**src/rtl/mtd_pkg.sv**
```systemverilog
// Shared types and constants of the modem online data path.
`default_nettype none

package mtd_pkg;

  localparam int unsigned CfgIdxW = 2;
  localparam int unsigned CfgDataW = 16;
  localparam int unsigned IdleW = 17;

  localparam logic [CfgIdxW-1:0] RegTelnetMode = 2'd0;
  localparam logic [CfgIdxW-1:0] RegGuardTicks = 2'd1;

  localparam logic [15:0] GuardReset = 16'd1000;
  localparam logic [IdleW-1:0] IdleMax = 17'h10000;

  localparam logic [7:0] ByteIac = 8'hFF;
  localparam logic [7:0] ByteWill = 8'd251;
  localparam logic [7:0] ByteWont = 8'd252;
  localparam logic [7:0] ByteDo = 8'd253;
  localparam logic [7:0] ByteDont = 8'd254;
  localparam logic [7:0] BytePlus = 8'h2B;

  typedef enum logic [2:0] {
    OP_SERIAL  = 3'd0,
    OP_NETWORK = 3'd1,
    OP_TICK    = 3'd2,
    OP_ONLINE  = 3'd3,
    OP_CARRIER = 3'd4
  } mtd_op_e;

  // Telnet receive state; the two codes above IAC_DONT act as idle.
  typedef enum logic [2:0] {
    IAC_IDLE = 3'd0,
    IAC_SEEN = 3'd1,
    IAC_WILL = 3'd2,
    IAC_WONT = 3'd3,
    IAC_DO   = 3'd4,
    IAC_DONT = 3'd5
  } mtd_iac_e;

  typedef struct packed {
    logic       to_network;
    logic [7:0] out_byte;
    logic       escape_notice;
  } mtd_res_t;

  typedef struct packed {
    logic [1:0]     cnt;
    mtd_res_t [2:0] res;
  } mtd_burst_t;

endpackage

`default_nettype wire

```
**src/rtl/mtd_if.sv**
```systemverilog
// Handshake channels of the modem online data path.
`default_nettype none

interface mtd_in_if;
  logic       valid;
  logic       ready;
  logic [2:0] opcode;
  logic [7:0] data_byte;
  modport source (output valid, output opcode, output data_byte, input ready);
  modport sink (input valid, input opcode, input data_byte, output ready);
endinterface

interface mtd_out_if;
  logic       valid;
  logic       ready;
  logic       to_network;
  logic [7:0] out_byte;
  logic       escape_notice;
  logic       last;
  modport source (output valid, output to_network, output out_byte,
                  output escape_notice, output last, input ready);
  modport sink (input valid, input to_network, input out_byte,
                input escape_notice, input last, output ready);
endinterface

interface mtd_cfg_if;
  logic        valid;
  logic        ready;
  logic [1:0]  index;
  logic [15:0] data;
  modport source (output valid, output index, output data, input ready);
  modport sink (input valid, input index, input data, output ready);
endinterface

`default_nettype wire

```
**src/rtl/mtd_core.sv**
```systemverilog
// Escape detection, telnet filtering and mode state for one request.
`default_nettype none

module mtd_core import mtd_pkg::*; (
  input  wire logic                clk_i,
  input  wire logic                rst_ni,
  input  wire logic                cfg_we_i,
  input  wire logic [CfgIdxW-1:0]  cfg_index_i,
  input  wire logic [CfgDataW-1:0] cfg_data_i,
  input  wire logic                step_i,
  input  wire logic [2:0]          opcode_i,
  input  wire logic [7:0]          data_byte_i,
  output mtd_burst_t               burst_o
);

  logic             telnet_q;
  logic [15:0]      guard_q;
  logic             online_q, online_d;
  logic [1:0]       plus_q, plus_d;
  logic [IdleW-1:0] idle_q, idle_d;
  mtd_iac_e         iac_q, iac_d;

  logic       plus_hit;
  logic [7:0] reply;

  always_ff @(posedge clk_i or negedge rst_ni) begin
    if (!rst_ni) begin
      telnet_q <= 1'b0;
      guard_q  <= GuardReset;
    end else if (cfg_we_i) begin
      if (cfg_index_i == RegTelnetMode) begin
        telnet_q <= cfg_data_i[0];
      end else if (cfg_index_i == RegGuardTicks) begin
        guard_q <= cfg_data_i;
      end
    end
  end

  always_ff @(posedge clk_i or negedge rst_ni) begin
    if (!rst_ni) begin
      online_q <= 1'b0;
      plus_q   <= 2'd0;
      idle_q   <= '0;
      iac_q    <= IAC_IDLE;
    end else if (step_i) begin
      online_q <= online_d;
      plus_q   <= plus_d;
      idle_q   <= idle_d;
      iac_q    <= iac_d;
    end
  end

  // A plus counts when a run is under way or the line was quiet long enough.
  assign plus_hit = (data_byte_i == BytePlus) &&
                    ((plus_q != 2'd0) || (idle_q > {1'b0, guard_q}));

  always_comb begin
    online_d = online_q;
    plus_d   = plus_q;
    idle_d   = idle_q;
    iac_d    = iac_q;
    reply    = 8'd0;
    burst_o  = '0;
    unique case (mtd_op_e'(opcode_i))
      OP_SERIAL: begin
        if (online_q) begin
          idle_d = '0;
          if (plus_hit && plus_q == 2'd2) begin
            plus_d = 2'd0;
            online_d = 1'b0;
            burst_o.cnt = 2'd1;
            burst_o.res[0] = '{to_network: 1'b0, out_byte: 8'd0, escape_notice: 1'b1};
          end else begin
            plus_d = plus_hit ? plus_q + 2'd1 : 2'd0;
            burst_o.cnt = 2'd1;
            burst_o.res[0] = '{to_network: 1'b1, out_byte: data_byte_i, escape_notice: 1'b0};
            if (telnet_q && data_byte_i == ByteIac) begin
              burst_o.cnt = 2'd2;
              burst_o.res[1] = burst_o.res[0];
            end
          end
        end
      end
      OP_NETWORK: begin
        if (online_q) begin
          if (!telnet_q) begin
            burst_o.cnt = 2'd1;
            burst_o.res[0] = '{to_network: 1'b0, out_byte: data_byte_i, escape_notice: 1'b0};
          end else begin
            case (iac_q)
              IAC_SEEN: begin
                iac_d = IAC_IDLE;
                if (data_byte_i == ByteIac) begin
                  burst_o.cnt = 2'd1;
                  burst_o.res[0] = '{to_network: 1'b0, out_byte: ByteIac,
                                     escape_notice: 1'b0};
                end else if (data_byte_i >= ByteWill && data_byte_i <= ByteDont) begin
                  // Verb codes 251 to 254 map onto the four verb states.
                  iac_d = mtd_iac_e'(data_byte_i[2:0] - 3'd1);
                end
              end
              IAC_WILL, IAC_WONT, IAC_DO, IAC_DONT: begin
                iac_d = IAC_IDLE;
                if (iac_q == IAC_WILL || iac_q == IAC_DO) begin
                  reply = (iac_q == IAC_DO) ? ByteWont : ByteDont;
                  burst_o.cnt = 2'd3;
                  burst_o.res[0] = '{to_network: 1'b1, out_byte: ByteIac,
                                     escape_notice: 1'b0};
                  burst_o.res[1] = '{to_network: 1'b1, out_byte: reply,
                                     escape_notice: 1'b0};
                  burst_o.res[2] = '{to_network: 1'b1, out_byte: data_byte_i,
                                     escape_notice: 1'b0};
                end
              end
              default: begin
                if (data_byte_i == ByteIac) begin
                  iac_d = IAC_SEEN;
                end else begin
                  burst_o.cnt = 2'd1;
                  burst_o.res[0] = '{to_network: 1'b0, out_byte: data_byte_i,
                                     escape_notice: 1'b0};
                end
              end
            endcase
          end
        end
      end
      OP_TICK: begin
        if (idle_q < IdleMax) begin
          idle_d = idle_q + 1'b1;
        end
      end
      OP_ONLINE: begin
        online_d = 1'b1;
        idle_d = '0;
        plus_d = 2'd0;
      end
      OP_CARRIER: begin
        online_d = 1'b0;
        plus_d = 2'd0;
      end
      default: begin
      end
    endcase
  end

endmodule

`default_nettype wire

```
**src/rtl/mtd_out.sv**
```systemverilog
// Result register; hands out results one per cycle while ready_i is high.
`default_nettype none

module mtd_out import mtd_pkg::*; (
  input  wire logic       clk_i,
  input  wire logic       rst_ni,
  input  wire logic       load_i,
  input  wire mtd_burst_t burst_i,
  output logic            can_load_o,
  output logic            valid_o,
  input  wire logic       ready_i,
  output mtd_res_t        res_o,
  output logic            last_o
);

  mtd_res_t [2:0] ent_q;
  logic [1:0]     cnt_q, cnt_d;
  logic [1:0]     idx_q, idx_d;
  logic           pop;

  assign valid_o = (cnt_q != 2'd0);
  assign last_o = valid_o && (idx_q == cnt_q - 2'd1);
  assign res_o = (idx_q == 2'd3) ? ent_q[0] : ent_q[idx_q];
  assign pop = valid_o && ready_i;
  // New results may enter once the last pending one leaves.
  assign can_load_o = !valid_o || (pop && last_o);

  always_comb begin
    cnt_d = cnt_q;
    idx_d = idx_q;
    if (load_i && burst_i.cnt != 2'd0) begin
      cnt_d = burst_i.cnt;
      idx_d = 2'd0;
    end else if (pop) begin
      if (last_o) begin
        cnt_d = 2'd0;
        idx_d = 2'd0;
      end else begin
        idx_d = idx_q + 2'd1;
      end
    end
  end

  always_ff @(posedge clk_i or negedge rst_ni) begin
    if (!rst_ni) begin
      cnt_q <= 2'd0;
      idx_q <= 2'd0;
    end else begin
      cnt_q <= cnt_d;
      idx_q <= idx_d;
    end
  end

  always_ff @(posedge clk_i) begin
    if (load_i && burst_i.cnt != 2'd0) begin
      ent_q <= burst_i.res;
    end
  end

  a_idx_in_range: assert property (@(posedge clk_i) disable iff (!rst_ni)
    valid_o |-> (idx_q < cnt_q))
    else $error("result index beyond pending count");

  a_notice_is_last: assert property (@(posedge clk_i) disable iff (!rst_ni)
    (valid_o && res_o.escape_notice) |-> last_o)
    else $error("escape notice is not the final result");

  a_load_when_free: assert property (@(posedge clk_i) disable iff (!rst_ni)
    (load_i && burst_i.cnt != 2'd0) |-> can_load_o)
    else $error("results loaded over pending results");

  a_drain_empties: assert property (@(posedge clk_i) disable iff (!rst_ni)
    (pop && last_o && !load_i) |=> !valid_o)
    else $error("result register not empty after final result");

endmodule

`default_nettype wire

```
**src/rtl/modem_online_telnet_data_path_top.sv**
```systemverilog
// Top level: request register, escape and telnet logic, result register.
// Timing: a request waits in the request register until it finds the result register
// free, is processed then, and its first result is valid in the cycle after that.
// Throughput: one request per cycle while the output is ready and each has at most one
// result; results hold the result register until taken (three for a telnet refusal).
// Reset clears the mode state and the pending results; guard_ticks returns to 1000.
`default_nettype none

module modem_online_telnet_data_path_top import mtd_pkg::*; (
  input  wire logic clk_i,
  input  wire logic rst_ni,
  mtd_in_if.sink    in_i,
  mtd_out_if.source out_o,
  mtd_cfg_if.sink   cfg_i
);

  logic       req_valid_q;
  logic [2:0] opcode_q;
  logic [7:0] data_byte_q;
  logic       can_load;
  logic       step;
  mtd_burst_t burst;
  mtd_res_t   res;

  assign step = req_valid_q && can_load;
  assign in_i.ready = !req_valid_q || step;
  assign cfg_i.ready = 1'b1;

  always_ff @(posedge clk_i or negedge rst_ni) begin
    if (!rst_ni) begin
      req_valid_q <= 1'b0;
    end else if (in_i.valid && in_i.ready) begin
      req_valid_q <= 1'b1;
    end else if (step) begin
      req_valid_q <= 1'b0;
    end
  end

  always_ff @(posedge clk_i) begin
    if (in_i.valid && in_i.ready) begin
      opcode_q    <= in_i.opcode;
      data_byte_q <= in_i.data_byte;
    end
  end

  mtd_core u_core (
    .clk_i       (clk_i),
    .rst_ni      (rst_ni),
    .cfg_we_i    (cfg_i.valid),
    .cfg_index_i (cfg_i.index),
    .cfg_data_i  (cfg_i.data),
    .step_i      (step),
    .opcode_i    (opcode_q),
    .data_byte_i (data_byte_q),
    .burst_o     (burst)
  );

  mtd_out u_out (
    .clk_i      (clk_i),
    .rst_ni     (rst_ni),
    .load_i     (step),
    .burst_i    (burst),
    .can_load_o (can_load),
    .valid_o    (out_o.valid),
    .ready_i    (out_o.ready),
    .res_o      (res),
    .last_o     (out_o.last)
  );

  assign out_o.to_network    = res.to_network;
  assign out_o.out_byte      = res.out_byte;
  assign out_o.escape_notice = res.escape_notice;

endmodule

`default_nettype wire
```
**src/flat_wrapper.sv**
```systemverilog
// flat-port wrapper written by rule: the top's interface ports become plain ports
module modem_online_telnet_data_path_top_flat import mtd_pkg::*;
  (clk_i, rst_ni, in_i_valid, in_i_opcode, in_i_data_byte, in_i_ready, out_o_valid, out_o_to_network, out_o_out_byte, out_o_escape_notice, out_o_last, out_o_ready, cfg_i_valid, cfg_i_index, cfg_i_data, cfg_i_ready);
  mtd_in_if in_i_i ();
  mtd_out_if out_o_i ();
  mtd_cfg_if cfg_i_i ();
  input  wire logic clk_i;
  input  wire logic rst_ni;
  input wire logic [$bits(in_i_i.valid)-1:0] in_i_valid;
  input wire logic [$bits(in_i_i.opcode)-1:0] in_i_opcode;
  input wire logic [$bits(in_i_i.data_byte)-1:0] in_i_data_byte;
  output wire logic [$bits(in_i_i.ready)-1:0] in_i_ready;
  output wire logic [$bits(out_o_i.valid)-1:0] out_o_valid;
  output wire logic [$bits(out_o_i.to_network)-1:0] out_o_to_network;
  output wire logic [$bits(out_o_i.out_byte)-1:0] out_o_out_byte;
  output wire logic [$bits(out_o_i.escape_notice)-1:0] out_o_escape_notice;
  output wire logic [$bits(out_o_i.last)-1:0] out_o_last;
  input wire logic [$bits(out_o_i.ready)-1:0] out_o_ready;
  input wire logic [$bits(cfg_i_i.valid)-1:0] cfg_i_valid;
  input wire logic [$bits(cfg_i_i.index)-1:0] cfg_i_index;
  input wire logic [$bits(cfg_i_i.data)-1:0] cfg_i_data;
  output wire logic [$bits(cfg_i_i.ready)-1:0] cfg_i_ready;
  assign in_i_i.valid = in_i_valid;
  assign in_i_i.opcode = in_i_opcode;
  assign in_i_i.data_byte = in_i_data_byte;
  assign in_i_ready = in_i_i.ready;
  assign out_o_valid = out_o_i.valid;
  assign out_o_to_network = out_o_i.to_network;
  assign out_o_out_byte = out_o_i.out_byte;
  assign out_o_escape_notice = out_o_i.escape_notice;
  assign out_o_last = out_o_i.last;
  assign out_o_i.ready = out_o_ready;
  assign cfg_i_i.valid = cfg_i_valid;
  assign cfg_i_i.index = cfg_i_index;
  assign cfg_i_i.data = cfg_i_data;
  assign cfg_i_ready = cfg_i_i.ready;
  modem_online_telnet_data_path_top u_core (.clk_i(clk_i), .rst_ni(rst_ni), .in_i(in_i_i), .out_o(out_o_i), .cfg_i(cfg_i_i));
endmodule
```
**config.mk**
```make
export PLATFORM = sky130hd
export DESIGN_NAME = modem_online_telnet_data_path_top_flat
export DESIGN_NICKNAME = d
export VERILOG_FILES = /design/src/rtl/mtd_pkg.sv /design/src/rtl/mtd_if.sv /design/src/rtl/mtd_core.sv /design/src/rtl/mtd_out.sv /design/src/rtl/modem_online_telnet_data_path_top.sv /design/src/flat_wrapper.sv
export SDC_FILE = /design/constraint.sdc
export NUM_CORES = 1
export LEC_CHECK = 0
export ABC_CLOCK_PERIOD_IN_PS = 2360
export BUFFER_PORTS_ARGS = -buffer_cell sky130_fd_sc_hd__buf_2
export CAP_MARGIN = 20
export CORE_ASPECT_RATIO = 0.7
export CORE_MARGIN = 8
export CORE_UTILIZATION = 53
export CTS_CLUSTER_DIAMETER = 200
export CTS_CLUSTER_SIZE = 24
export DETAILED_ROUTE_END_ITERATION = 8
export GPL_TIMING_DRIVEN = 0
export PLACE_DENSITY = 0.8
export SYNTH_ARGS = -nofsm -noshare
export SYNTH_HDL_FRONTEND = slang
export SYNTH_SLANG_ARGS = --single-unit
export TNS_END_PERCENT = 50
```
**constraint.sdc**
```tcl
create_clock -name clk_i -period 2.36 [get_ports clk_i]
set_input_delay 0.118 -clock clk_i [delete_from_list [all_inputs] [get_ports clk_i]]
set_output_delay 0.118 -clock clk_i [all_outputs]
set_load 0.01 [all_outputs]
```
# Word level (Yosys, flattened, before mapping)
# Cells that the tools add are included.
classes:
  addsub: 5
  order_cmp: 5
  n_eq_ne: 17
  n_mux: 47
  bitwise: 1
  reduce_logical: 39
ops:
  columns: ["operator", "count"]
  rows:
  - ["32-bit 2-to-1 mux", 2]
  - ["10-bit 2-to-1 mux", 6]
  - ["20-bit 2-to-1 mux", 3]
  - ["17-bit case mux with 3 select lines", 1]
  - ["20-bit case mux with 2 select lines", 1]
  - ["17-bit 2-to-1 mux", 2]
  - ["2-bit 2-to-1 mux", 14]
  - ["10-bit binary-select mux with 2-bit select", 1]
  - ["10-bit case mux with 2 select lines", 1]
  - ["9-bit 2-to-1 mux", 2]
  - ["17-bit by 1-bit adder with 17-bit output (second input constant)", 1]
  - ["17-bit by 16-bit > comparator with 1-bit output", 1]
  - ["17-bit less-than comparator (second input constant)", 1]
  - ["2-bit nonzero test", 7]
  - ["3-bit by 2-bit equality test with 1-bit output (second input constant)", 4]
  - ["2-bit case mux with 2 select lines", 3]
  - ["1-bit logical AND", 10]
  - ["5-bit AND reduction", 2]
  - ["3-bit equality test (second input constant)", 3]
  - ["3-bit 2-to-1 mux", 3]
  - ["3-bit nonzero test", 3]
  - ["8-bit by 6-bit equality test with 1-bit output (second input constant)", 1]
  - ["8-bit equality test (second input constant)", 1]
  - ["8-bit greater-or-equal comparator (second input constant)", 1]
  - ["23 further kinds", 40]
totals:
  register_bits: 86
  inputBits: 34
  out_inout_bits: 14

# Depth between registers and ports, before layout
# Gate-level depths: netlist of run 1.
depth:
  ltp_word: 11
  ltp_mapped: 9
  mapped_depth_nobuf: 7

# By module
# From an unflattened synthesis of run 1, not the netlist that was laid out.
hier_totals:
  cells_unflattened: 446
  area_unflattened_um2: 4769.6
modules_own_cells:
  columns: ["mod", "n_inst", "cells_per_inst", "area_per_inst_um2", "seq_area_each_um2"]
  rows:
  - ["mtd_core", 1, 320, 2929.1, 1008.5]
  - ["mtd_out", 1, 108, 1438.9, 1001.0]
  - ["modem_online_telnet_data_path_top", 1, 18, 401.6, 355.3]

# Worst setup path after synthesis of run 1
# No wires, ideal clock.
synth_path:
  kind: "register -> register"
  start: "register u_core.u_out.cnt_q[0]"
  end: "register u_core.u_out.ent_q[0] (netlist name) (enable)"
  setup_ns: 0.384
  arrival_time_ns: 2.082
  required_ns: 1.976
  path_slack_ns: -0.106
  path_stages_with_launch: 7
  n_path_buf: 0
  synth_period_minus_slack_ns: 2.466
  cell_sequence: "dfrtp_1 > inv_1 > ha_1 > xor2_1 > a31oi_1 > nor2_1 > o211a_1"
synth_between:
  elab_chain_len: 7
synth_lines:
  columns: ["item", "line_no", "rtl"]
  rows:
  - ["start, declared", "mtd_out.sv:17", "logic [1:0] cnt_q, cnt_d;"]
  - ["start signal, assigned", "mtd_out.sv:49", "cnt_q <= cnt_d;"]
  - ["2-bit by 1-bit subtractor with 2-bit output", "mtd_out.sv:22", "assign last_o = valid_o && (idx_q == cnt_q - 2'd1);"]
  - ["2-bit equality test", "mtd_out.sv:22", null]
  - ["1-bit logical AND", "mtd_out.sv:22", null]
  - ["1-bit logical AND", "mtd_out.sv:26", "assign can_load_o = !valid_o || (pop && last_o);"]
  - ["1-bit logical OR *", "mtd_out.sv:26", null]
  - ["1-bit logical AND *", "modem_online_telnet_data_path_top.sv:25", "assign step = req_valid_q && can_load;"]
  - ["1-bit logical AND *", "mtd_out.sv:55", "if (load_i && burst_i.cnt != 2'd0) begin"]
  - ["end signal, assigned", "mtd_out.sv:56", "ent_q <= burst_i.res;"]
  - ["end, declared", "mtd_out.sv:16", "mtd_res_t [2:0] ent_q;"]
# Mark *: on every way between the ends. The rest lies on a longest branch, timed or not.
# A chain may end at the register's enable or synchronous reset.

# Worst setup path after layout of run 1
layout_path:
  start: "register u_core.u_core.guard_q[7]"
  end: "register u_core.u_core.online_q"
layout_between:
  elab_chain_len: 7
layout_lines:
  columns: ["item", "line_no", "rtl"]
  rows:
  - ["start, declared", "mtd_core.sv:17", "logic [15:0] guard_q;"]
  - ["start signal, assigned", "mtd_core.sv:29", "guard_q <= GuardReset;"]
  - ["start signal, assigned", "mtd_core.sv:34", "guard_q <= cfg_data_i;"]
  - ["17-bit by 16-bit > comparator with 1-bit output", "mtd_core.sv:55", "((plus_q != 2'd0) || (idle_q > {1'b0, guard_q}));"]
  - ["1-bit logical OR", "mtd_core.sv:55", null]
  - ["1-bit logical AND", "mtd_core.sv:54", "assign plus_hit = (data_byte_i == BytePlus) &&"]
  - ["1-bit logical AND", "mtd_core.sv:68", "if (plus_hit && plus_q == 2'd2) begin"]
  - ["1-bit 2-to-1 mux", "mtd_core.sv:68", null]
  - ["1-bit 2-to-1 mux", "mtd_core.sv:66", "if (online_q) begin"]
  - ["1-bit case mux with 3 select lines", "mtd_core.sv:64", "unique case (mtd_op_e'(opcode_i))"]
  - ["end signal, assigned", "mtd_core.sv:46", "online_q <= online_d;"]
  - ["end, declared", "mtd_core.sv:18", "logic online_q, online_d;"]
# Every way passes these cells.

==> results of run 1 <==
-- state kept, by name, summed over array words and instances (netlist names) --
register,cells
u_core.u_core.telnet_q,1
u_core.u_out.ent_q,28
u_core.u_core.iac_q,3
u_core.data_byte_q,8
u_core.u_core.plus_q,2
u_core.req_valid_q,1
u_core.u_core.online_q,1
u_core.opcode_q,3
u_core.u_out.cnt_q,2
u_core.u_core.guard_q,16
u_core.u_core.idle_q,17
u_core.u_out.idx_q,2
-- cells by family after synthesis --
kind of cell    after synthesis
xor+xnor                      4
buf+inv                      50
flops                        84
other cells                   1
compound gates              122
simple gates                134
mux                          18
fa+ha+maj                    24
-- power breakdown --
group / switching, mW / total, mW / internal (mW)
clock: 0.547 / 1.31 / 0.768
combinational: 1.02 / 1.73 / 0.706
sequential: 0.147 / 1.89 / 1.74
total: 1.72 / 4.93 / 3.22
-- timing repair --
item,CTS,global route
setup endpoints to repair,64,29
gates cloned,1,0
pin swaps,1,15
setup buffers,0,11
resized for setup,15,33
hold buffers,20,0
endpoints found under the hold margin,58,0
-- routing by layer --
layer / global-route usage, % / part of all wire (%) / up-vias / wire [um]
li1: - / - / 1824 / -
met1: 26.2 / 45 / 1843 / 5210
met2: 28.8 / 44 / 214 / 5120
met3: 6.13 / 9.8 / 25 / 1150
met4: 8.67 / 1.9 / 0 / 223
met5: 0 / 0 / - / 0
-- synthesized netlist by cell type (4+ instances only) --
library cell / instances
nor3b_1: 4
inv_1: 30
edfxtp_1: 39
nand2_1: 25
a21oi_1: 17
dfrtp_1: 39
nand4_1: 5
o21ai_0: 33
o31ai_1: 13
a31oi_1: 6
mux2_2: 18
a22oi_1: 17
and2_1: 12
o21a_1: 8
nand2b_1: 5
nor2_1: 29
nand3_1: 12
nor4_1: 5
nor3_1: 13
ha_1: 24
clkbuf_1: 9
dfstp_2: 6
-- area by class of cell --
type                       count  share of cell area, %
tap                          120                   2.56
clock inverter                 2                  0.171
inverter                      31                   1.98
clock buffer                  14                   4.50
multi-input combinational    304                   40.6
sequential                    84                   39.3
timing repair buffer          78                   9.08
buffer                        19                   1.83
-- stage by stage --
stage / cell area (sq um) / instances / power (mW)
final: 5870 / 652 / 4.93
after CTS: 5620 / 640 / 4.76
after floorplan: 4660 / 437 / 2.81
after detailed placement: 5040 / 603 / 3.32
after global routing: 5870 / 652 / 5.19
after global placement: 5040 / 603 / 3.25
-- worst min path at each step --
| stage | start | endpoint | slack (ps) | cells past startpoint |
|---|---|---|---|---|
| 3_5_place_dp | in_i_data_byte[0] | u_core.data_byte_q[0] | 300 | 1 |
| 2_1_floorplan | rst_ni | u_core.req_valid_q | -180 | 0 |
| 5_1_grt | cfg_i_data[3] | u_core.u_core.guard_q[3] | 7 | 2 |
| 3_3_place_gp | in_i_data_byte[4] | u_core.data_byte_q[4] | 290 | 1 |
| 4_1_cts | cfg_i_data[5] | u_core.u_core.guard_q[5] | 0.3 | 2 |
| 6_report | cfg_i_data[6] | u_core.u_core.guard_q[6] | 10 | 2 |
-- critical path: stages, from the launching register on --
cell and delay, ps:
dfstp_2 520, inv_1 40, ha_1 290, nand4_1 150, buf_4 180, nor4_4 330
a2111oi_4 170, o221a_2 350, a311o_1 360
-- layout by cell type (no fill, tap or decap), drive strengths merged, types with 4 or more instances in the layout --
cell type / Yosys / final
nor4: 7 / 7
nor3: 14 / 14
mux2: 18 / 18
dlygate4sd3: 0 / 20
o21a: 9 / 9
and2: 12 / 12
o211a: 3 / 4
edfxtp: 39 / 39
and4: 4 / 4
nand2: 25 / 25
nor3b: 5 / 5
a22oi: 17 / 17
nand3: 13 / 13
dfrtp: 39 / 39
a21oi: 17 / 17
nor2: 29 / 29
clkbuf: 10 / 23
ha: 24 / 24
nand4: 5 / 5
a31oi: 6 / 6
inv: 30 / 30
o21ai: 34 / 34
o31ai: 13 / 13
buf: 9 / 68
nand2b: 6 / 6
dfstp: 6 / 6
==> results.toml, run 1 <==
[run_status]
status = "complete, but fails checks"
violations = "setup timing"

[worst_setup_path]
critPathKind = "reg2reg"
crit_fanout = 4
rr_endpoint = "u_core.u_core.online_q"
crit_path_end_kind = "flip-flop"
crit_arrival_ps = 2750
ff2ff_setup_slack_ps = -160
crit_start = "u_core.u_core.guard_q[7]"
critPathLaunchType = "flip-flop"
reg2reg_depth = 8
cp.required_ps = 2580
r2r-start = "u_core.u_core.guard_q[7]"
crit_end = "u_core.u_core.online_q"

[cells_and_area]
final_core_util_pct = 69.0
area_growth_pct = 25.9
n_fill_cell = 602
final_nets = 585
ff_latch_area_sq_um = 2310
diodes = 0
multiInputGateArea_sq_um = 2380
drive_above_1_share_pct = 27.4

[job]
drv_cap = 0

[floorplanning]
die_h_um = 94.5
fp.dieW_um = 128
start_util_pct = 54.8
ioPinCount = 48
coreArea_sq_um = 8510
die_area_sq_um = 12100
rows = 28

[yosys]
synth_warnings = 0
syn_area_per_cell_sq_um = 10.7
synthTopCellsByArea = "edfxtp_1 (25%), dfrtp_1 (21%), ha_1 (6.4%)"
synth_seq_cells = 84
muxShareOfSynthArea_pct = 4.35
synth_edf_count = 39
ys.flop_type = "edfxtp_1"
synth_compound_area_share_pct = 18.0
synthAdderAreaFrac_pct = 6.44
yosysTopAreaCellShare_pct = 25.1
synth_top_family_by_area = "compound AO/OA/AOI/OAI gates"
synthArstFlopShare_pct = 53.6
ys_seq_area_share_pct = 49.4
synthCells = 437
yosys.area.top_type = "edfxtp_1"
synth_cell_types = 68
syn_nets = 495
synth-xor-area-share_pct = 0.912
synth_simple_gate_area_share_pct = 16.2
syn_area_sq_um = 4660

[timing]
worst_slew_pin_slew_ps = 1000
hold_violations = 0
finalSetupViolations = 6
relSlewSlack_pct = 32.8
period_minus_slack_ps = 2520
rsz0062_at_grt = "yes"
clock.fmax_mhz = 397
fin_hold_ws_ps = 11.1
setup_slack_ps = -161
period_share_pct = 107
clock_skew_ps = 8.80
tns_ps = -806
slew_violations = 0

[clock_network]
cts_max_path_buffers = 2
cts_tree = "yes"
clk_pin_slew_worst_paths_ps = 60
htreeDepth = 3
root_buffer = "clkbuf_16"
insertion_delay_ps = 350
clock_sinks = 84
numCtsBuffers = 9

[power]
ir_drop_v = 0.000455
p_leak_nw = 2.40
p_per_area_nw_per_um2 = 841

[global_route]
antenna_found_initial = 0
grt_max_degree = 46
grt.total_usage_pct = 19.6
gr-total-overflow = 0
grt_pass1_wl_um = 18600
grt_pass1_vias = 3716

[placement]
dp_hpwl_um = 7820
place.port_buffers = 46
gp_congestion = 0.885
pre_cts_ws_ps = -450

[worst_hold_path]
min_path_type = "in2reg"

[routing]
vias_per_cell = 5.99
first_pass_iters = 6
wl_per_cell_um = 18.0
vias = 3906
route.detailed.drc = 0
wl_um = 11700
ant_nets = 0
drtIter0Drc = 462
Note: power is estimated with default switching activity, not from simulation.
==> inputs of run 2 (changes only) <==
--- a/config.mk
+++ b/config.mk
@@ -15,7 +15,7 @@
 export CTS_CLUSTER_SIZE = 24
 export DETAILED_ROUTE_END_ITERATION = 8
 export GPL_TIMING_DRIVEN = 0
-export PLACE_DENSITY = 0.8
+export PLACE_DENSITY = 0.76
 export SYNTH_ARGS = -nofsm -noshare
 export SYNTH_HDL_FRONTEND = slang
 export SYNTH_SLANG_ARGS = --single-unit
==> results.toml, run 2 (synthesis gave the netlist of run 1 again) <==
[cells_and_area]
n_fill_cell = 638
drive_above_1_share_pct = 27.4
area_growth_pct = 23.8
final_core_util_pct = 67.8
final_cell_mix = "buf_2 (47), edfxtp_1 (39), dfrtp_1 (38)"
diodes = 0
largest_reg_flops = 28
final_common_cell = "buf_2"
regMostFlops = "u_core.u_out.ent_q"
reg_top3 = "u_core.u_out.ent_q: 28 flops, u_core.u_core.idle_q: 17 flops, u_core.u_core.guard_q: 16 flops"
fin_area_sq_um = 5770
final_nets = 578

[clock_network]
root_buffer = "clkbuf_16"
clock_sinks = 84
cts_tree = "yes"
cts_max_path_buffers = 2
clk_pin_slew_worst_paths_ps = 60
numCtsBuffers = 9
htreeDepth = 3
insertion_delay_ps = 340

[floorplanning]
ioPinCount = 48
die_area_sq_um = 12100
rows = 28
coreArea_sq_um = 8510
start_util_pct = 54.8
fp.dieW_um = 128
die_h_um = 94.5

[power]
power.total_mw = 4.90
ir_drop_v = 0.000680
p_per_area_nw_per_um2 = 848
p_leak_nw = 2.38

[timing]
period_minus_slack_ps = 2440
relSlewSlack_pct = 35.5
setup_slack_ps = -77.1
clock.fmax_mhz = 410
rsz0062_at_grt = "yes"
clock_skew_ps = 6.95
hold_violations = 0
slew_violations = 0
fin_hold_ws_ps = 11.6
finalSetupViolations = 6
period_share_pct = 103
worst_slew_pin_slew_ps = 960

[worst_hold_path]
min_path_type = "in2reg"
worstHoldStart = "cfg_i_data[11]"
hold_end = "u_core.u_core.guard_q[11]"
hold_depth = 2

[worst_setup_path]
critPathKind = "reg2reg"
crit_fanout = 4
critPathLaunchType = "flip-flop"
crit_path_end_kind = "flip-flop"
r2r-start = "u_core.u_core.guard_q[8]"
crit_arrival_ps = 2570
reg2reg_depth = 8
ff2ff_setup_slack_ps = -80
cp.required_ps = 2490
rr_endpoint = "u_core.u_out.ent_q[1]"

[placement]
dpl_cell_area_sq_um = 5040
dp_hpwl_um = 7760
pre_cts_ws_ps = -475
place.port_buffers = 46
gp_congestion = 0.840

[global_route]
grt_pass1_wl_um = 17900
grt_max_degree = 46
grt_pass1_vias = 3555
antenna_found_initial = 0
gr-total-overflow = 0
grt.total_usage_pct = 18.8

[routing]
route.detailed.drc = 0
wl_per_cell_um = 17.8
first_pass_iters = 5
wl_um = 11500
vias_per_cell = 5.94
drtIter0Drc = 430
ant_nets = 0
vias = 3830

[run_status]
status = "complete, but fails checks"
violations = "setup timing"

[job]
drv_cap = 0
## run 2: cell types whose count changed in the layout (fill, tap and decap cells not counted), moves of 2 or more
cell | before | now
buf_4 | 16 | 13
ha_1 | 20 | 22
nor3_2 | 3 | 1
a211oi_2 | 2 | 0
ha_4 | 4 | 2
dlygate4sd3_1 | 20 | 16
nor3_1 | 9 | 11
clkbuf_1 | 11 | 9
a211oi_1 | 0 | 2
## run 2: final cells by class
class | count | area (sq um) | share of cell area [%]
inverters | 31 | 116 | 2.02
well taps | 120 | 150 | 2.60
multi-input cells | 304 | 2340 | 40.6
clock inverters | 4 | 23.8 | 0.412
flip-flops and latches | 84 | 2310 | 39.9
repair buffers | 71 | 470 | 8.15
plain buffers | 19 | 108 | 1.86
clock buffers | 12 | 256 | 4.44
## run 2: worst max-delay path by stage
stage                                         from                     end  slack (ps)  depth (start not counted)
after floorplan              u_core.u_out.cnt_q[0]   u_core.u_out.ent_q[0]          50                          6
after global placement       u_core.u_out.cnt_q[0]  u_core.u_out.ent_q[27]        -390                          6
after detailed placement     u_core.u_out.cnt_q[0]  u_core.u_out.ent_q[29]        -480                          6
after CTS                 u_core.u_core.guard_q[8]   u_core.u_out.ent_q[1]        -170                          7
after global routing      u_core.u_core.idle_q[15]   u_core.u_out.ent_q[1]        -170                          6
final                     u_core.u_core.guard_q[8]   u_core.u_out.ent_q[1]         -80                          8
## run 2: critical path: stages, from the launching register on
cell and delay (ps):
dfstp_2 530, inv_1 40, ha_1 320, nand4_1 90, buf_4 160, nor2_1 80, o41ai_2 530, a2111oi_4 170
a211oi_1 320
## run 2: power breakdown
part           leakage [nW]  internal, mW  total (mW)  switching, mW
clock network         0.139         0.768        1.34          0.569
registers             0.915          1.74        1.89          0.145
logic                  1.32         0.669        1.67           1.00
## run 2: per-stage QoR
stage | cells | TNS (ps)
6_report | 645 | -264
3_3_place_gp | 603 | -13270
2_1_floorplan | 437 | 0
4_1_cts | 634 | -674
5_1_grt | 645 | -1030
3_5_place_dp | 603 | -16750
## run 2: metal layers
metal	GRT usage [%]	share of wire, %	vias to the layer above
li1	-	-	1804
met1	27.5	46	1818
met2	26.2	43	194
met3	4.61	9.1	14
met4	7.29	1.4	0
met5	0	0	-
## run 2: repair_timing
item | CTS | global route
pin swaps | 1 | 7
setup buffers | 0 | 8
hold buffers | 15 | 1
endpoints found under the hold margin | 52 | 1
gates resized for setup | 10 | 38
setup endpoints to repair | 60 | 65
cloned | 0 | 1
==> inputs of run 3 (changes only) <==
--- a/config.mk
+++ b/config.mk
@@ -8,7 +8,7 @@
 export ABC_CLOCK_PERIOD_IN_PS = 2360
 export BUFFER_PORTS_ARGS = -buffer_cell sky130_fd_sc_hd__buf_2
 export CAP_MARGIN = 20
-export CORE_ASPECT_RATIO = 0.7
+export CORE_ASPECT_RATIO = 0.9
 export CORE_MARGIN = 8
 export CORE_UTILIZATION = 53
 export CTS_CLUSTER_DIAMETER = 200
==> results.toml, run 3 (synthesis gave the netlist of run 1 again) <==
[run_status]
status = "complete, but fails checks"
violations = "setup timing"

[cells_and_area]
diodes = 0
final_cell_mix = "buf_2 (48), edfxtp_1 (39), dfrtp_1 (39)"
largest_reg_flops = 28
area_growth_pct = 27.3
drive_above_1_share_pct = 28.7
regMostFlops = "u_core.u_out.ent_q"
reg_top3 = "u_core.u_out.ent_q: 28 flops, u_core.u_core.idle_q: 17 flops, u_core.u_core.guard_q: 16 flops"
final_common_cell = "buf_2"
final_nets = 596

[timing]
worst_slew_pin_slew_ps = 946
setup_slack_ps = -71.5
hold_violations = 0
rsz0062_at_grt = "yes"
clock.fmax_mhz = 411
period_share_pct = 103
period_minus_slack_ps = 2430
tns_ps = -311
slew_violations = 0
relSlewSlack_pct = 36.4
finalSetupViolations = 6
clock_skew_ps = 12.7

[global_route]
grt_max_degree = 46
antenna_found_initial = 0
grt.total_usage_pct = 19.4
grt_pass1_wl_um = 18900
gr-total-overflow = 0
grt_pass1_vias = 3811

[floorplanning]
rows = 32
coreArea_sq_um = 8570
die_area_sq_um = 12100
fp.dieW_um = 115
start_util_pct = 54.4
die_h_um = 105
ioPinCount = 48

[worst_setup_path]
cp.required_ps = 2490
crit_arrival_ps = 2560
critPathKind = "reg2reg"
r2r-start = "u_core.u_core.guard_q[7]"
critPathMaxStageDelay_ps = 550
path_cells = "inv_2 -> ha_4 -> nand4_1 -> nor4_4 -> a2111oi_4 -> a2111oi_4 -> buf_4 -> a211oi_1"
ff2ff_setup_slack_ps = -70
reg2reg_depth = 8
slowest_stage = "dfstp_2"
critPathLaunchType = "flip-flop"
crit_path_end_kind = "flip-flop"
path_delay_family = "simple AND/OR/NAND/NOR gates"
crit_fanout = 4
crit_top_cell = "a2111oi_4"
rr_endpoint = "u_core.u_out.ent_q[2]"
crit_buf_inv = 2

[worst_hold_path]
min_path_type = "in2reg"
hold_depth = 2
hold_end = "u_core.u_core.telnet_q"
worstHoldStart = "cfg_i_data[0]"

[power]
p_comb_share_pct = 35.8
p_int_mw = 3.08
p_leak_nw = 2.44
clkPwrFrac_pct = 25.1
ir_drop_v = 0.000429
p_sw_mw = 1.75
sw_frac_of_total_pct = 36.2
p_per_area_nw_per_um2 = 813
power_frac_seq_pct = 39.1

[routing]
ant_nets = 0
drtIter0Drc = 331
route.detailed.drc = 0
first_pass_iters = 5
wl_per_cell_um = 17.8
wl_um = 11800
vias_per_cell = 5.89
vias = 3901

[placement]
gp_congestion = 0.853
pre_cts_ws_ps = -469
dp_hpwl_um = 7710
place.port_buffers = 46

[clock_network]
cts_max_path_buffers = 2
cts_tree = "yes"
insertion_delay_ps = 380
htreeDepth = 3
clk_pin_slew_worst_paths_ps = 100
numCtsBuffers = 9
root_buffer = "clkbuf_8"
clock_sinks = 84

[job]
drv_cap = 0
==> run 3: cell count changes in the layout (fill, tap and decap cells not counted), moves of 3 or more <==
cell	change
buf_4	+3
o21ai_0	+4
clkbuf_16	-9
clkbuf_8	+7
inv_6	+3
dlygate4sd3_1	+12
==> run 3: power by group through the flow <==
stage | registers, mW | clock network [mW] | logic, mW
3_5_place_dp | 1.91 | 0 | 1.40
2_1_floorplan | 1.86 | 0 | 0.950
3_3_place_gp | 1.90 | 0 | 1.34
4_1_cts | 1.88 | 1.22 | 1.54
5_1_grt | 1.91 | 1.27 | 1.91
6_report | 1.89 | 1.21 | 1.73
==> run 3: metal layers <==
metal | global-route usage, % | share of wire [%] | up-vias
li1 | - | - | 1841
met1 | 26.4 | 45 | 1910
met2 | 29.2 | 47 | 131
met3 | 4.09 | 6.3 | 19
met4 | 8.34 | 1.7 | 0
met5 | 0 | 0 | -
==> run 3: worst max path at each step <==
stage | from | to | slack [ps] | depth (start not counted)
floorplan | u_core.u_out.cnt_q[0] | u_core.u_out.ent_q[0] | 50 | 6
global placement | u_core.u_out.cnt_q[0] | u_core.u_out.ent_q[25] | -340 | 6
detailed placement | u_core.u_out.cnt_q[0] | u_core.u_out.ent_q[15] | -470 | 6
CTS | u_core.u_core.guard_q[7] | u_core.u_core.online_q | -50 | 7
global route | u_core.u_core.guard_q[6] | u_core.u_out.ent_q[6] | -150 | 8
finish | u_core.u_core.guard_q[7] | u_core.u_out.ent_q[2] | -70 | 8
==> run 3: cell type report <==
| class | instances | area, sq um |
|---|---|---|
| inverter | 31 | 116 |
| timing repair buffer | 90 | 647 |
| buffer | 18 | 101 |
| tap | 119 | 149 |
| sequential | 84 | 2300 |
| multi-input combinational | 304 | 2390 |
| clock inverter | 7 | 105 |
| fill | 663 | 2630 |
| clock buffer | 9 | 124 |
==> run 3: timing repair <==
item / 4_1_cts / 5_1_grt
buffers inserted: 4 / 11
cloned: 1 / 0
pin swaps: 9 / 8
hold buffers: 28 / 0
resized for setup: 22 / 24
endpoints found under the setup margin: 62 / 50
hold endpoints to repair: 66 / 0
==> run 3: per-stage QoR <==
stage          util, %  cell area, sq um  power, mW  cells  hold WS, ps
2_1_floorplan        -              4660       2.81    437         -178
3_3_place_gp      58.8              5040       3.24    602          296
3_5_place_dp      58.8              5040       3.31    602          296
4_1_cts           66.8              5730       4.64    650        0.913
5_1_grt           69.3              5940       5.09    662         3.43
6_report          69.3              5940       4.83    662         11.7
